$ cat src/hdl/kms_pkg.sv
// shared constants and control types for the key matrix scanner
`timescale 1ns / 1ps

package kms_pkg;

    localparam int ROWS  = 6;
    localparam int COLS  = 14;
    localparam int ROW_W = 3;
    localparam int COL_W = 4;
    localparam int CNT_W = 7;

    localparam int S_DATA_W = 16;
    localparam int M_DATA_W = 24;

    localparam logic [ROW_W-1:0] LAST_ROW     = ROW_W'(ROWS - 1);
    localparam logic [CNT_W-1:0] MAX_KEYS_RST = CNT_W'(6);

    typedef struct packed {
        logic load;
        logic emit_key;
        logic emit_ovf;
        logic emit_sum;
        logic last;
        logic finish;
    } kms_cmd_t;

    typedef struct packed {
        logic out_free;
        logic pending;
        logic single_bit;
        logic hit_limit;
        logic scan_ovf;
        logic end_scan;
    } kms_sts_t;

endpackage

$ cat src/hdl/kms_ctrl.sv
// control state machine that sequences key reports and summaries
`timescale 1ns / 1ps

module kms_ctrl
    import kms_pkg::*;
(
    input  logic     aclk,
    input  logic     aresetn,
    input  logic     s_tvalid,
    output logic     s_tready,
    input  kms_sts_t sts,
    output kms_cmd_t cmd
);

    localparam logic ST_IDLE = 1'b0;
    localparam logic ST_WORK = 1'b1;

    logic state_reg;
    logic state_next;

    assign s_tready = (state_reg == ST_IDLE);

    always_comb begin
        cmd        = '0;
        state_next = state_reg;
        case (state_reg)
            ST_IDLE: begin
                if (s_tvalid) begin
                    cmd.load   = 1'b1;
                    state_next = ST_WORK;
                end
            end
            ST_WORK: begin
                if (sts.scan_ovf) begin
                    cmd.finish = 1'b1;
                end else if (sts.out_free) begin
                    if (sts.pending) begin
                        if (sts.hit_limit) begin
                            cmd.emit_ovf = 1'b1;
                            cmd.last     = 1'b1;
                            cmd.finish   = 1'b1;
                        end else begin
                            cmd.emit_key = 1'b1;
                            if (sts.single_bit && !sts.end_scan) begin
                                cmd.last   = 1'b1;
                                cmd.finish = 1'b1;
                            end
                        end
                    end else begin
                        if (sts.end_scan) begin
                            cmd.emit_sum = 1'b1;
                            cmd.last     = 1'b1;
                        end
                        cmd.finish = 1'b1;
                    end
                end
                if (cmd.finish) begin
                    state_next = ST_IDLE;
                end
            end
            default: begin
                state_next = ST_IDLE;
            end
        endcase
    end

    always_ff @(posedge aclk) begin
        if (!aresetn) begin
            state_reg <= ST_IDLE;
        end else begin
            state_reg <= state_next;
        end
    end

endmodule

$ cat src/hdl/kms_dp.sv
// datapath: row and count state, column walker and output register
`timescale 1ns / 1ps

module kms_dp
    import kms_pkg::*;
(
    input  logic                aclk,
    input  logic                aresetn,
    input  logic                cfg_we,
    input  logic [CNT_W-1:0]    cfg_wdata,
    input  logic [S_DATA_W-1:0] s_tdata,
    input  logic                s_tuser,
    output logic                m_tvalid,
    input  logic                m_tready,
    output logic [M_DATA_W-1:0] m_tdata,
    output logic                m_tuser,
    output logic                m_tlast,
    input  kms_cmd_t            cmd,
    output kms_sts_t            sts
);

    logic [CNT_W-1:0] max_reg;
    logic [COLS-1:0]  bits_reg;
    logic [ROW_W-1:0] row_reg;
    logic [CNT_W-1:0] count_reg;
    logic             ovf_reg;

    logic             m_valid_reg;
    logic             o_sum_reg;
    logic [ROW_W-1:0] o_row_reg;
    logic [COL_W-1:0] o_col_reg;
    logic [CNT_W-1:0] o_cnt_reg;
    logic             o_ovf_reg;
    logic [ROW_W-1:0] o_nrow_reg;
    logic             o_last_reg;

    logic [COLS-1:0]  bits_rest;
    logic [COL_W-1:0] low_col;
    logic [CNT_W-1:0] count_inc;
    logic [ROW_W-1:0] nrow;
    logic             end_scan;
    logic             emit;

    always_comb begin
        low_col = '0;
        for (int i = COLS - 1; i >= 0; i--) begin
            if (bits_reg[i]) begin
                low_col = COL_W'(i);
            end
        end
    end

    assign bits_rest = bits_reg & (bits_reg - 1'b1);
    assign count_inc = count_reg + 1'b1;
    assign end_scan  = (row_reg >= LAST_ROW);
    assign nrow      = end_scan ? '0 : row_reg + 1'b1;
    assign emit      = cmd.emit_key | cmd.emit_ovf | cmd.emit_sum;

    assign sts.out_free   = !m_valid_reg || m_tready;
    assign sts.pending    = |bits_reg;
    assign sts.single_bit = ~|bits_rest;
    assign sts.hit_limit  = (count_inc > max_reg);
    assign sts.scan_ovf   = ovf_reg;
    assign sts.end_scan   = end_scan;

    always_ff @(posedge aclk) begin
        if (!aresetn) begin
            max_reg   <= MAX_KEYS_RST;
            row_reg   <= '0;
            count_reg <= '0;
            ovf_reg   <= 1'b0;
        end else begin
            if (cfg_we) begin
                max_reg <= cfg_wdata;
            end
            if (cmd.load) begin
                if (s_tuser) begin
                    row_reg   <= '0;
                    count_reg <= '0;
                    ovf_reg   <= 1'b0;
                end
            end else begin
                if (cmd.emit_key || cmd.emit_ovf) begin
                    count_reg <= count_inc;
                end
                if (cmd.emit_ovf) begin
                    ovf_reg <= 1'b1;
                end
                if (cmd.finish) begin
                    if (end_scan) begin
                        row_reg   <= '0;
                        count_reg <= '0;
                        ovf_reg   <= 1'b0;
                    end else begin
                        row_reg <= nrow;
                    end
                end
            end
        end
    end

    always_ff @(posedge aclk) begin
        if (cmd.load) begin
            bits_reg <= s_tdata[COLS-1:0];
        end else if (cmd.emit_key) begin
            bits_reg <= bits_rest;
        end
    end

    always_ff @(posedge aclk) begin
        if (!aresetn) begin
            m_valid_reg <= 1'b0;
        end else if (emit) begin
            m_valid_reg <= 1'b1;
        end else if (m_tready) begin
            m_valid_reg <= 1'b0;
        end
    end

    always_ff @(posedge aclk) begin
        if (emit) begin
            o_sum_reg  <= ~cmd.emit_key;
            o_row_reg  <= cmd.emit_key ? row_reg : '0;
            o_col_reg  <= cmd.emit_key ? low_col : '0;
            o_ovf_reg  <= cmd.emit_ovf;
            o_nrow_reg <= nrow;
            o_last_reg <= cmd.last;
            if (cmd.emit_ovf) begin
                o_cnt_reg <= max_reg + 1'b1;
            end else if (cmd.emit_key) begin
                o_cnt_reg <= count_inc;
            end else begin
                o_cnt_reg <= count_reg;
            end
        end
    end

    assign m_tvalid = m_valid_reg;
    assign m_tuser  = o_sum_reg;
    assign m_tlast  = o_last_reg;
    assign m_tdata  = {6'b0, o_nrow_reg, o_ovf_reg, o_cnt_reg, o_col_reg, o_row_reg};

endmodule

$ cat src/hdl/key_matrix_scanner_unit.sv
// top level of the key matrix scanner: controller plus datapath
//
// channel  dir  ports                               contents
// s_       in   s_tvalid s_tready s_tdata s_tuser   one column sample per row
// m_       out  m_tvalid m_tready m_tdata m_tuser   key reports and scan summaries
//                m_tlast
// cfg_     in   cfg_we cfg_wdata                    max_keys register
//
// an accepted sample is loaded first, then its result beats (key reports plus
// any summary) follow. the single output register emits one result a cycle
// while it is free; a sample without results emits none.
// reset clears row, key count and overflow flag and sets max_keys to 6.
// a low m_tready holds the column walk while a beat waits; the next sample is
// taken while the last beat of the previous one still waits in the output register.
`timescale 1ns / 1ps

module key_matrix_scanner_unit
    import kms_pkg::*;
(
    input  logic                aclk,
    input  logic                aresetn,
    input  logic                cfg_we,
    input  logic [CNT_W-1:0]    cfg_wdata,
    input  logic                s_tvalid,
    output logic                s_tready,
    input  logic [S_DATA_W-1:0] s_tdata,   // column_bits[13:0], zero pad
    input  logic                s_tuser,   // restart
    output logic                m_tvalid,
    input  logic                m_tready,
    output logic [M_DATA_W-1:0] m_tdata,   // key_row, key_col, key_count, overflow, next_row, pad
    output logic                m_tuser,   // is_summary
    output logic                m_tlast
);

    kms_cmd_t cmd;
    kms_sts_t sts;

    kms_ctrl u_ctrl (
        .aclk     (aclk),
        .aresetn  (aresetn),
        .s_tvalid (s_tvalid),
        .s_tready (s_tready),
        .sts      (sts),
        .cmd      (cmd)
    );

    kms_dp u_dp (
        .aclk      (aclk),
        .aresetn   (aresetn),
        .cfg_we    (cfg_we),
        .cfg_wdata (cfg_wdata),
        .s_tdata   (s_tdata),
        .s_tuser   (s_tuser),
        .m_tvalid  (m_tvalid),
        .m_tready  (m_tready),
        .m_tdata   (m_tdata),
        .m_tuser   (m_tuser),
        .m_tlast   (m_tlast),
        .cmd       (cmd),
        .sts       (sts)
    );

endmodule

$ cat config.mk
export PLATFORM = sky130hd
export DESIGN_NAME = key_matrix_scanner_unit
export DESIGN_NICKNAME = d
export VERILOG_FILES = /design/src/hdl/kms_pkg.sv /design/src/hdl/kms_ctrl.sv /design/src/hdl/kms_dp.sv /design/src/hdl/key_matrix_scanner_unit.sv
export SDC_FILE = /design/constraint.sdc
export NUM_CORES = 1
export LEC_CHECK = 0
export BUFFER_PORTS_ARGS = -buffer_cell sky130_fd_sc_hd__buf_2
export CAP_MARGIN = 40
export CORE_MARGIN = 2
export CORE_UTILIZATION = 43
export CTS_BUF_LIST = sky130_fd_sc_hd__clkbuf_4
export DETAILED_ROUTE_END_ITERATION = 7
export PLACE_DENSITY = 0.6
export SYNTH_ARGS = -nofsm -noshare
export SYNTH_HDL_FRONTEND = slang
export SYNTH_HIERARCHICAL = 1
export SYNTH_SLANG_ARGS = --single-unit
$ cat constraint.sdc
create_clock -name aclk -period 9.44 [get_ports aclk]
set_input_delay 2.36 -clock aclk [delete_from_list [all_inputs] [get_ports aclk]]
set_output_delay 2.36 -clock aclk [all_outputs]
set_load 0.005 [all_outputs]
==> metrics.txt, run 1 <==
synthesized flop and latch total 54; via count 2420; Primary FF master, synth edfxtp_1; final wirelength 6330 um; Final Cycle Share 41.1%; First-pass DRT Iterations 4; Min-Delay Path Class reg -> reg; GRT Util Overall 16.1%; clock tree buffer depth 2; CP endpoint kind register; Worst EP arrival 4.22 ns; Net Sw Frac 29.2%; Sequential Power Share 58.4%; critical path class in -> reg; post-DP HPWL 4580 um; pin count of the biggest net entering global routing 38; setup TNS 0 ns; max-slew violation count 0; final setup fails 0; status completed; final hold vios 0; area of the die 0.00815 mm^2; setup bufs post-CTS 0; Placeable Area 0.00721 mm^2; Iter 0 DRT Violations 103; first-pass GRT wire length 10800 um; crit path max fanout 12; Yosys warnings 6; post-synthesis area per instance 9.58 um^2; Largest register FFs 14; min cycle time layout 3.88 ns; leakage power 1.36 nW; post-CTS sizing 0; Fill cells 726; Clock Latency Late Sink 0.38 ns; routability cong. 0.784; Max VDD drop 0.0498 mV; ys async rst share 0%; die height 90.3 um; # IOs 57; CTS clk-pin slew, worst paths 0.16 ns; Vias/cell 5.16; power density cells 147 mW/mm^2; Layout Nets 409; share of cells above drive strength 1 21.6%; reg2reg setup slack 5.63 ns; post-route cell area 0.00353 mm^2; CTS tree done; die width 90.3 um; Post-DP Area 0.00345 mm^2; Worst Max-Slew Pin Slew 0.792 ns; CTS Buf Count 5; Switching Power 0.151 mW; DR WL/cell 13.5 um; antenna-violating nets left 0; Initial Util 44.4%; # H-tree levels 2; clock power share 25.5%; port bufs 48; Root Buffer clkbuf_4; Comb pwr share 16.1%; EDFF count, synth 34; row cnt 31; DRC 0; CP startpoint kind primary input; vias in the first global route 2246; Yosys cell types 56; initial antenna violation count 0; antenna cells 0; Mapped Area 0.00320 mm^2; Cells after Synth 334; TritonCTS Sinks 54; remaining global-route overflow 0; cts hold-fix bufs 0; Max-Cap Viols 0; RSZ-0062 raised after global routing no; Layout area overhead 10.3%; worst path required time 9.78 ns; Max Fclk 0.258 GHz; register area share after synthesis 44.4%; clock skew 0.0135 ns; Max-slew headroom 47.1%; Pint 0.366 mW
-- worst paths after layout --
kind / startpoint / cells after the start / to
hold reg to reg: u_dp/ovf_reg / 2 / u_dp/ovf_reg
hold / removal: u_dp/ovf_reg / 2 / u_dp/ovf_reg
setup / recovery: m_tready / 9 / u_dp/count_reg[6]
setup reg to reg: u_dp/count_reg[0] / 15 / u_dp/count_reg[6]
-- cells in the final DEF (no fill, tap or decap), types with 8 or more instances in the layout --
cell,netlist,final
buf_2,2,48
nand2_1,41,41
edfxtp_1,34,34
o21ai_0,25,25
nor2_1,21,21
dfxtp_1,20,20
inv_1,15,15
nor2b_1,13,12
nand3_1,11,11
a21oi_1,11,11
ha_1,11,11
xnor2_1,9,9
o21ai_1,8,8
xor2_1,8,8
-- synth_stat cells (3+ instances only) --
| master | n | area (um^2) |
|---|---|---|
| a21oi_1 | 11 | 55.1 |
| and2_1 | 3 | 18.8 |
| and3_1 | 5 | 31.3 |
| buf_4 | 9 | 67.6 |
| buf_6 | 3 | 33.8 |
| clkbuf_1 | 13 | 48.8 |
| dfxtp_1 | 20 | 400 |
| edfxtp_1 | 34 | 1020 |
| ha_1 | 11 | 138 |
| inv_1 | 15 | 56.3 |
| mux2i_1 | 6 | 60.1 |
| nand2_1 | 41 | 154 |
| nand2b_1 | 4 | 25.0 |
| nand3_1 | 11 | 55.1 |
| nor2_1 | 21 | 78.8 |
| nor2b_1 | 13 | 81.3 |
| nor3_1 | 6 | 30.0 |
| nor3_2 | 3 | 30.0 |
| o21ai_0 | 25 | 125 |
| o21ai_1 | 8 | 40.0 |
| o21ai_2 | 4 | 35.0 |
| o21bai_1 | 3 | 22.5 |
| o221a_1 | 5 | 56.3 |
| o31ai_1 | 3 | 22.5 |
| xnor2_1 | 9 | 78.8 |
| xor2_1 | 8 | 70.1 |
-- cells by family (layout without fill, tap and decap cells) --
kind of cell,count (synthesis),count (layout),share of synthesized area [%]
other,1,6,0.117
adder cells (fa/ha/maj),11,11,4.30
multiplexers,6,6,1.88
XOR/XNOR,17,17,4.65
AND/OR/NAND/NOR,121,121,20.6
flip-flops,54,54,44.4
AO/OA/AOI/OAI,81,81,17.2
buffers and inverters,43,74,6.92
-- power by group through the flow --
stage               clock network, mW  logic [mW]  registers [mW]
global placement                    0      0.0810           0.307
floorplan                           0      0.0702           0.296
finish                          0.132      0.0834           0.302
global route                    0.144      0.0951           0.306
detailed placement                  0      0.0835           0.308
CTS                             0.136      0.0840           0.302
-- stage by stage --
stage,utilization (%),setup WS [ns],cells,power [mW],hold slack [ns]
floorplan,-,5.36,339,0.366,0.456
global placement,47.6,4.69,460,0.388,0.480
detailed placement,47.8,5.13,461,0.391,0.497
CTS,48.9,5.54,469,0.522,0.518
global route,48.9,5.30,469,0.545,0.559
finish,48.9,5.56,469,0.518,0.521
-- critical path, stage by stage --
cell and delay [ns]:
buf_2 0.07, nand2b_1 0.18, nand2_2 0.12, nor3b_2 0.33, buf_6 0.21, nor2_1 0.07, a211o_1 0.45, o21ai_0 0.22
o221a_2 0.20
-- final cells by class --
cell class              count  area, um^2  area share, %
repair buffers             51         267           7.55
clock buffers               5        37.5           1.06
well taps                  99         124           3.51
inverters                  15        56.3           1.60
clock inverters             3        45.0           1.28
multi-input cells         242        1580           44.7
flip-flops and latches     54        1420           40.3
-- routing by layer --
layer | part of all wire [%] | track usage [%] | vias up
met5 | 0 | 0 | -
met3 | 3.7 | 2.92 | 4
met4 | 0.77 | 4.49 | 0
li1 | - | - | 1234
met2 | 48 | 26.2 | 45
met1 | 47 | 22.1 | 1137
Note: power is estimated with default switching activity, not from simulation.
==> run 2, diff against run 1 <==
PLACE_DENSITY = 0.63   (was 0.6)
clock period = 3.2 ns   (was 9.44 ns; I/O delays follow)
==> run 2 against run 1 <==
Worst hold slack got worse by 0.0014 ns; sequential cell count did not move; via count rose by 1.6%; power rose to 2.9 times the previous value; critical path type is now reg -> reg.
==> metrics.txt, run 2 (same netlist as run 1, synthesis figures left out) <==
status completed; row cnt 31 (unchanged); Worst R2R Path Depth 15 (unchanged); GRT Util Overall 17.1% (+0.98 points); area of the die 0.00815 mm^2 (unchanged); RSZ-0062 raised after global routing yes; clock skew 0.00956 ns (-0.00397 ns); max-slew violation count 0 (unchanged); Iter 0 DRT Violations 97 (-5.8%); Critical R2R Capture u_dp/count_reg[2]; port bufs 48 (unchanged); CP endpoint kind register; Largest register FFs 14 (unchanged); final hold vios 0 (unchanged); Min-Delay Path Class reg -> reg; Worst Hold Path Cells 2 (unchanged); most frequent cells in the layout buf_2, nand2_1, edfxtp_1, buf_4, o21ai_0; non-filler cells, final 491 (+4.7%); post-route cell area 0.00373 mm^2 (+5.8%); min cycle time layout 3.03 ns; First-pass DRT Iterations 4 (unchanged); total chip power 1.48 mW (+190%); final wirelength 6490 um (+2.5%); Max VDD drop 0.185 mV (+270%); Layout area overhead 16.7%; Worst EP arrival 3.35 ns (-0.87 ns); Clock Latency Late Sink 0.37 ns (about the same); die width 90.3 um (unchanged); CTS clk-pin slew, worst paths 0.16 ns (about the same); dpl cells 480 (+4.1%); initial antenna violation count 0 (unchanged); first-pass GRT wire length 11500 um (+6.3%); leakage power 1.48 nW (+8.6%); power density cells 396 mW/mm^2 (+170%); Core Util, Final 51.8% (+2.8 points); # IOs 57 (unchanged); remaining global-route overflow 0 (unchanged); RR Startpoint u_dp/count_reg[0]; Root Buffer clkbuf_4; Placeable Area 0.00721 mm^2 (unchanged); CP startpoint kind register; Layout Nets 431 (+5.4%); setup TNS 0 ns (unchanged); die height 90.3 um (unchanged); Hold Path Origin u_dp/count_reg[1]; Critical Path Start u_dp/count_reg[0]; clock tree buffer depth 2 (unchanged); DR WL/cell 13.2 um (-2.1%); Post-DP Area 0.00360 mm^2 (+4.4%); pin count of the biggest net entering global routing 31 (-18%); Vias/cell 5.01 (-2.9%); WHS Endpoint u_dp/count_reg[1]; share of cells above drive strength 1 29.6% (+8.0 points); Initial Util 44.4% (unchanged); antenna-violating nets left 0 (unchanged); Max-Cap Viols 0 (unchanged); CTS tree done; crit path max fanout 4 (-8); critical path class reg -> reg; Final Cycle Share 94.7%; vias in the first global route 2423 (+7.9%); reg2reg setup slack 0.17 ns (-5.46 ns); TritonCTS Sinks 54 (unchanged); post-DP HPWL 4830 um (+5.5%); Max Fclk 0.330 GHz; CTS Buf Count 5 (unchanged); DRC 0 (unchanged); worst path required time 3.52 ns (-6.26 ns); routability cong. 0.807 (+2.8%); via count 2459 (+1.6%); most common cell after layout, fill and taps aside buf_2; antenna cells 0 (unchanged); final setup fails 0 (unchanged); # H-tree levels 2 (unchanged)
run 2: changes by cell type in the layout (fill, tap and decap cells not counted), moves of 2 or more:
cell and delta:
buf_4 +22, dfxtp_1 -3, dfxtp_2 +2, nand3_1 -2
nand3_2 +2, o21ai_0 -3, o21ai_1 +2
run 2: metrics by stage:
step | worst slack (ns) | hold WS (ns)
detailed placement | 0.0246 | 0.515
finish | 0.170 | 0.520
global placement | 0.0388 | 0.480
global route | 0.00286 | 0.567
CTS | 0.0128 | 0.534
floorplan | 0.00672 | 0.456
run 2: worst max path at each step:
| stage | end | slack [ns] | cells past startpoint |
|---|---|---|---|
| finish | u_dp/count_reg[2] | 0.17 | 15 |
| global route | u_dp/count_reg[2] | 0.003 | 15 |
| CTS | u_dp/count_reg[2] | 0.01 | 15 |
| detailed placement | u_dp/count_reg[2] | 0.02 | 15 |
| global placement | u_dp/count_reg[6] | 0.04 | 14 |
| floorplan | u_dp/count_reg[4] | 0.007 | 16 |
run 2: timing repair:
item | 4_1_cts | 5_1_grt
endpoints found under the setup margin | 6 | 55
pin swaps | 1 | 8
setup buffers | 0 | 3
hold buffers | 0 | 0
resized for setup | 1 | 19
cloned | 0 | 0
run 2: worst max-delay path, cell delays in order, from the launching register on:
cell and delay, ns:
dfxtp_4 0.40, buf_4 0.11, and3_1 0.17, nand3_1 0.12, xnor2_1 0.16, ha_1 0.29, nor2b_1 0.13, o21ai_0 0.14
o21ai_1 0.08, o22a_2 0.25, nor3b_4 0.22, o21ai_2 0.10, a211o_1 0.32, buf_4 0.17, o21ai_2 0.12, o221a_1 0.19
run 2: per-layer routing:
metal	wire, um	vias up	global-route usage [%]
met5	0	-	0
met4	83	0	4.49
met3	247	6	3.17
met2	3070	57	28.4
met1	3090	1111	23.1
li1	-	1285	-
run 2: power by group:
part / internal (mW) / switching, mW
Clock: 0.0862 / 0.222
Sequential: 0.812 / 0.0664
Combinational: 0.132 / 0.162
run 2: layout make-up:
class                           count  area (um^2)
Clock buffer                        5         37.5
Clock inverter                      3         21.3
Fill cell                         701         3480
Inverter                           15         58.8
Multi-Input combinational cell    242         1630
Sequential cell                    54         1430
Tap cell                           99          124
Timing Repair Buffer               73          440
==> run 3, diff against run 2 <==
SETUP_SLACK_MARGIN = 0.4   (was default)
SKIP_CTS_REPAIR_TIMING = 1   (was default)
==> run 3 against run 2 <==
Largest power group unchanged; maximum frequency is essentially flat; non-clock buffer count grew 2; via count grew 2.0%; final area grew 4.2%.
==> metrics.txt, run 3 (same netlist as run 1, synthesis figures left out) <==
status completed; Iter 0 DRT Violations 80 (-18%); max-slew violation count 0 (unchanged); First-pass DRT Iterations 4 (unchanged); antenna cells 0 (unchanged); CP cell instances ha_4, and3_4, nand3_2, xnor2_2, ha_1, nand4_1, o21ai_1, o22a_2, nor3b_2, buf_4, nor2_2, a211o_1, buf_2, nor2_1, o221a_1; Placeable Area 0.00721 mm^2 (unchanged); Min-Delay Path Class reg -> reg; Final Cycle Share 94.6% (about the same); CTS clk-pin slew, worst paths 0.17 ns (about the same); Worst Max-Slew Pin Slew 0.762 ns; Max VDD drop 0.168 mV (-8.8%); CP startpoint kind register; # IOs 57 (unchanged); final setup fails 0 (unchanged); Max Fclk 0.330 GHz (about the same); leakage power 1.57 nW (+6.5%); Root Buffer clkbuf_4; max incr delay on CP 0.42 ns (+0.02 ns); GRT Util Overall 16.4% (-0.68 points); via count 2508 (+2.0%); Vias/cell 5.08 (+1.4%); routability cong. 0.807 (about the same); area of the die 0.00815 mm^2 (unchanged); RSZ-0062 raised after global routing yes; port bufs 48 (unchanged); worst path required time 3.53 ns (about the same); Max-slew headroom 49.0%; Initial Util 44.4% (unchanged); share of cells above drive strength 1 33.9% (+4.3 points); slowest library cell on the worst path dfxtp_4; Layout area overhead 21.6%; remaining global-route overflow 0 (unchanged); final hold vios 0 (unchanged); # H-tree levels 2 (unchanged); DRC 0 (unchanged); TritonCTS Sinks 54 (unchanged); first-pass GRT wire length 11100 um (-3.0%); final wirelength 6910 um (+6.5%); Layout Nets 434 (+0.70%); DR WL/cell 14.0 um (+5.8%); Clock Latency Late Sink 0.38 ns (about the same); total chip power 1.60 mW (+8.2%); most common cell after layout, fill and taps aside buf_2; die width 90.3 um (unchanged); worst path bufs/invs 2 (unchanged); post-DP HPWL 4750 um (-1.6%); row cnt 31 (unchanged); setup TNS 0 ns (unchanged); clock skew 0.0118 ns (+0.00229 ns); Worst EP arrival 3.36 ns (about the same); Largest register FFs 14 (unchanged); Max-Cap Viols 0 (unchanged); initial antenna violation count 0 (unchanged); critical path class reg -> reg; pin count of the biggest net entering global routing 23 (-26%); CTS Buf Count 5 (unchanged); clock tree buffer depth 2 (unchanged); CP delay by family, top compound AO/OA/AOI/OAI gates; min cycle time layout 3.03 ns (-0.00104 ns); crit path max fanout 6 (+2); CP endpoint kind register; die height 90.3 um (unchanged); most frequent cells in the layout buf_2, nand2_1, edfxtp_1, buf_4; antenna-violating nets left 0 (unchanged); CTS tree done; vias in the first global route 2404 (-0.78%); power density cells 412 mW/mm^2 (+3.8%)
run 3: changes by cell type in the layout (fill, tap and decap cells not counted), sizes merged:
cell / change
clkinv: -2
or2: +1
bufinv: +1
buf: +2
inv: +1
run 3: path summary, 6_finish.rpt:
check / slack [ns] / startpoint / cells after the start / endpoint
hold / removal: 0.52 / u_dp/ovf_reg / 2 / u_dp/ovf_reg
setup reg to reg: 0.17 / u_dp/count_reg[0] / 15 / u_dp/count_reg[2]
setup / recovery: 0.17 / u_dp/count_reg[0] / 15 / u_dp/count_reg[2]
hold reg to reg: 0.52 / u_dp/ovf_reg / 2 / u_dp/ovf_reg
run 3: cell type report:
type / instances / area, um^2
tap: 99 / 124
sequential: 54 / 1430
multi-input combinational: 243 / 1740
inverter: 15 / 58.8
fill: 681 / 3320
clock buffer: 5 / 37.5
timing repair buffer: 75 / 457
clock inverter: 3 / 43.8
run 3: tightest hold or removal path: stages, from the launching register on:
cell,delay [ns]
dfxtp_1,0.35
o21ai_0,0.07
a21boi_0,0.07
run 3: routing by layer:
metal	part of all wire (%)	routed length [um]	GRT usage [%]	vias up
met2	47	3260	26.8	57
met1	47	3250	22.3	1152
met3	4.6	321	3.42	6
met5	0	0	0	-
li1	-	-	-	1293
met4	1.1	78	4.49	0
run 3: through the flow:
step	hold slack, ns	setup slack (ns)	instance area [um^2]	utilization [%]	std cells
final	0.523	0.171	3890	53.9	494
after global routing	0.566	0.0122	3890	53.9	494
after CTS	0.527	0.00820	3640	50.4	479
after detailed placement	0.490	0.0681	3560	49.3	471
after global placement	0.481	0.108	3560	49.3	471
after floorplan	0.456	0.387	3270	-	339
run 3: power by group:
group | switching [mW] | leakage, nW | internal (mW)
registers | 0.0681 | 0.499 | 0.811
clock network | 0.231 | 0.0417 | 0.165
logic | 0.182 | 1.03 | 0.145
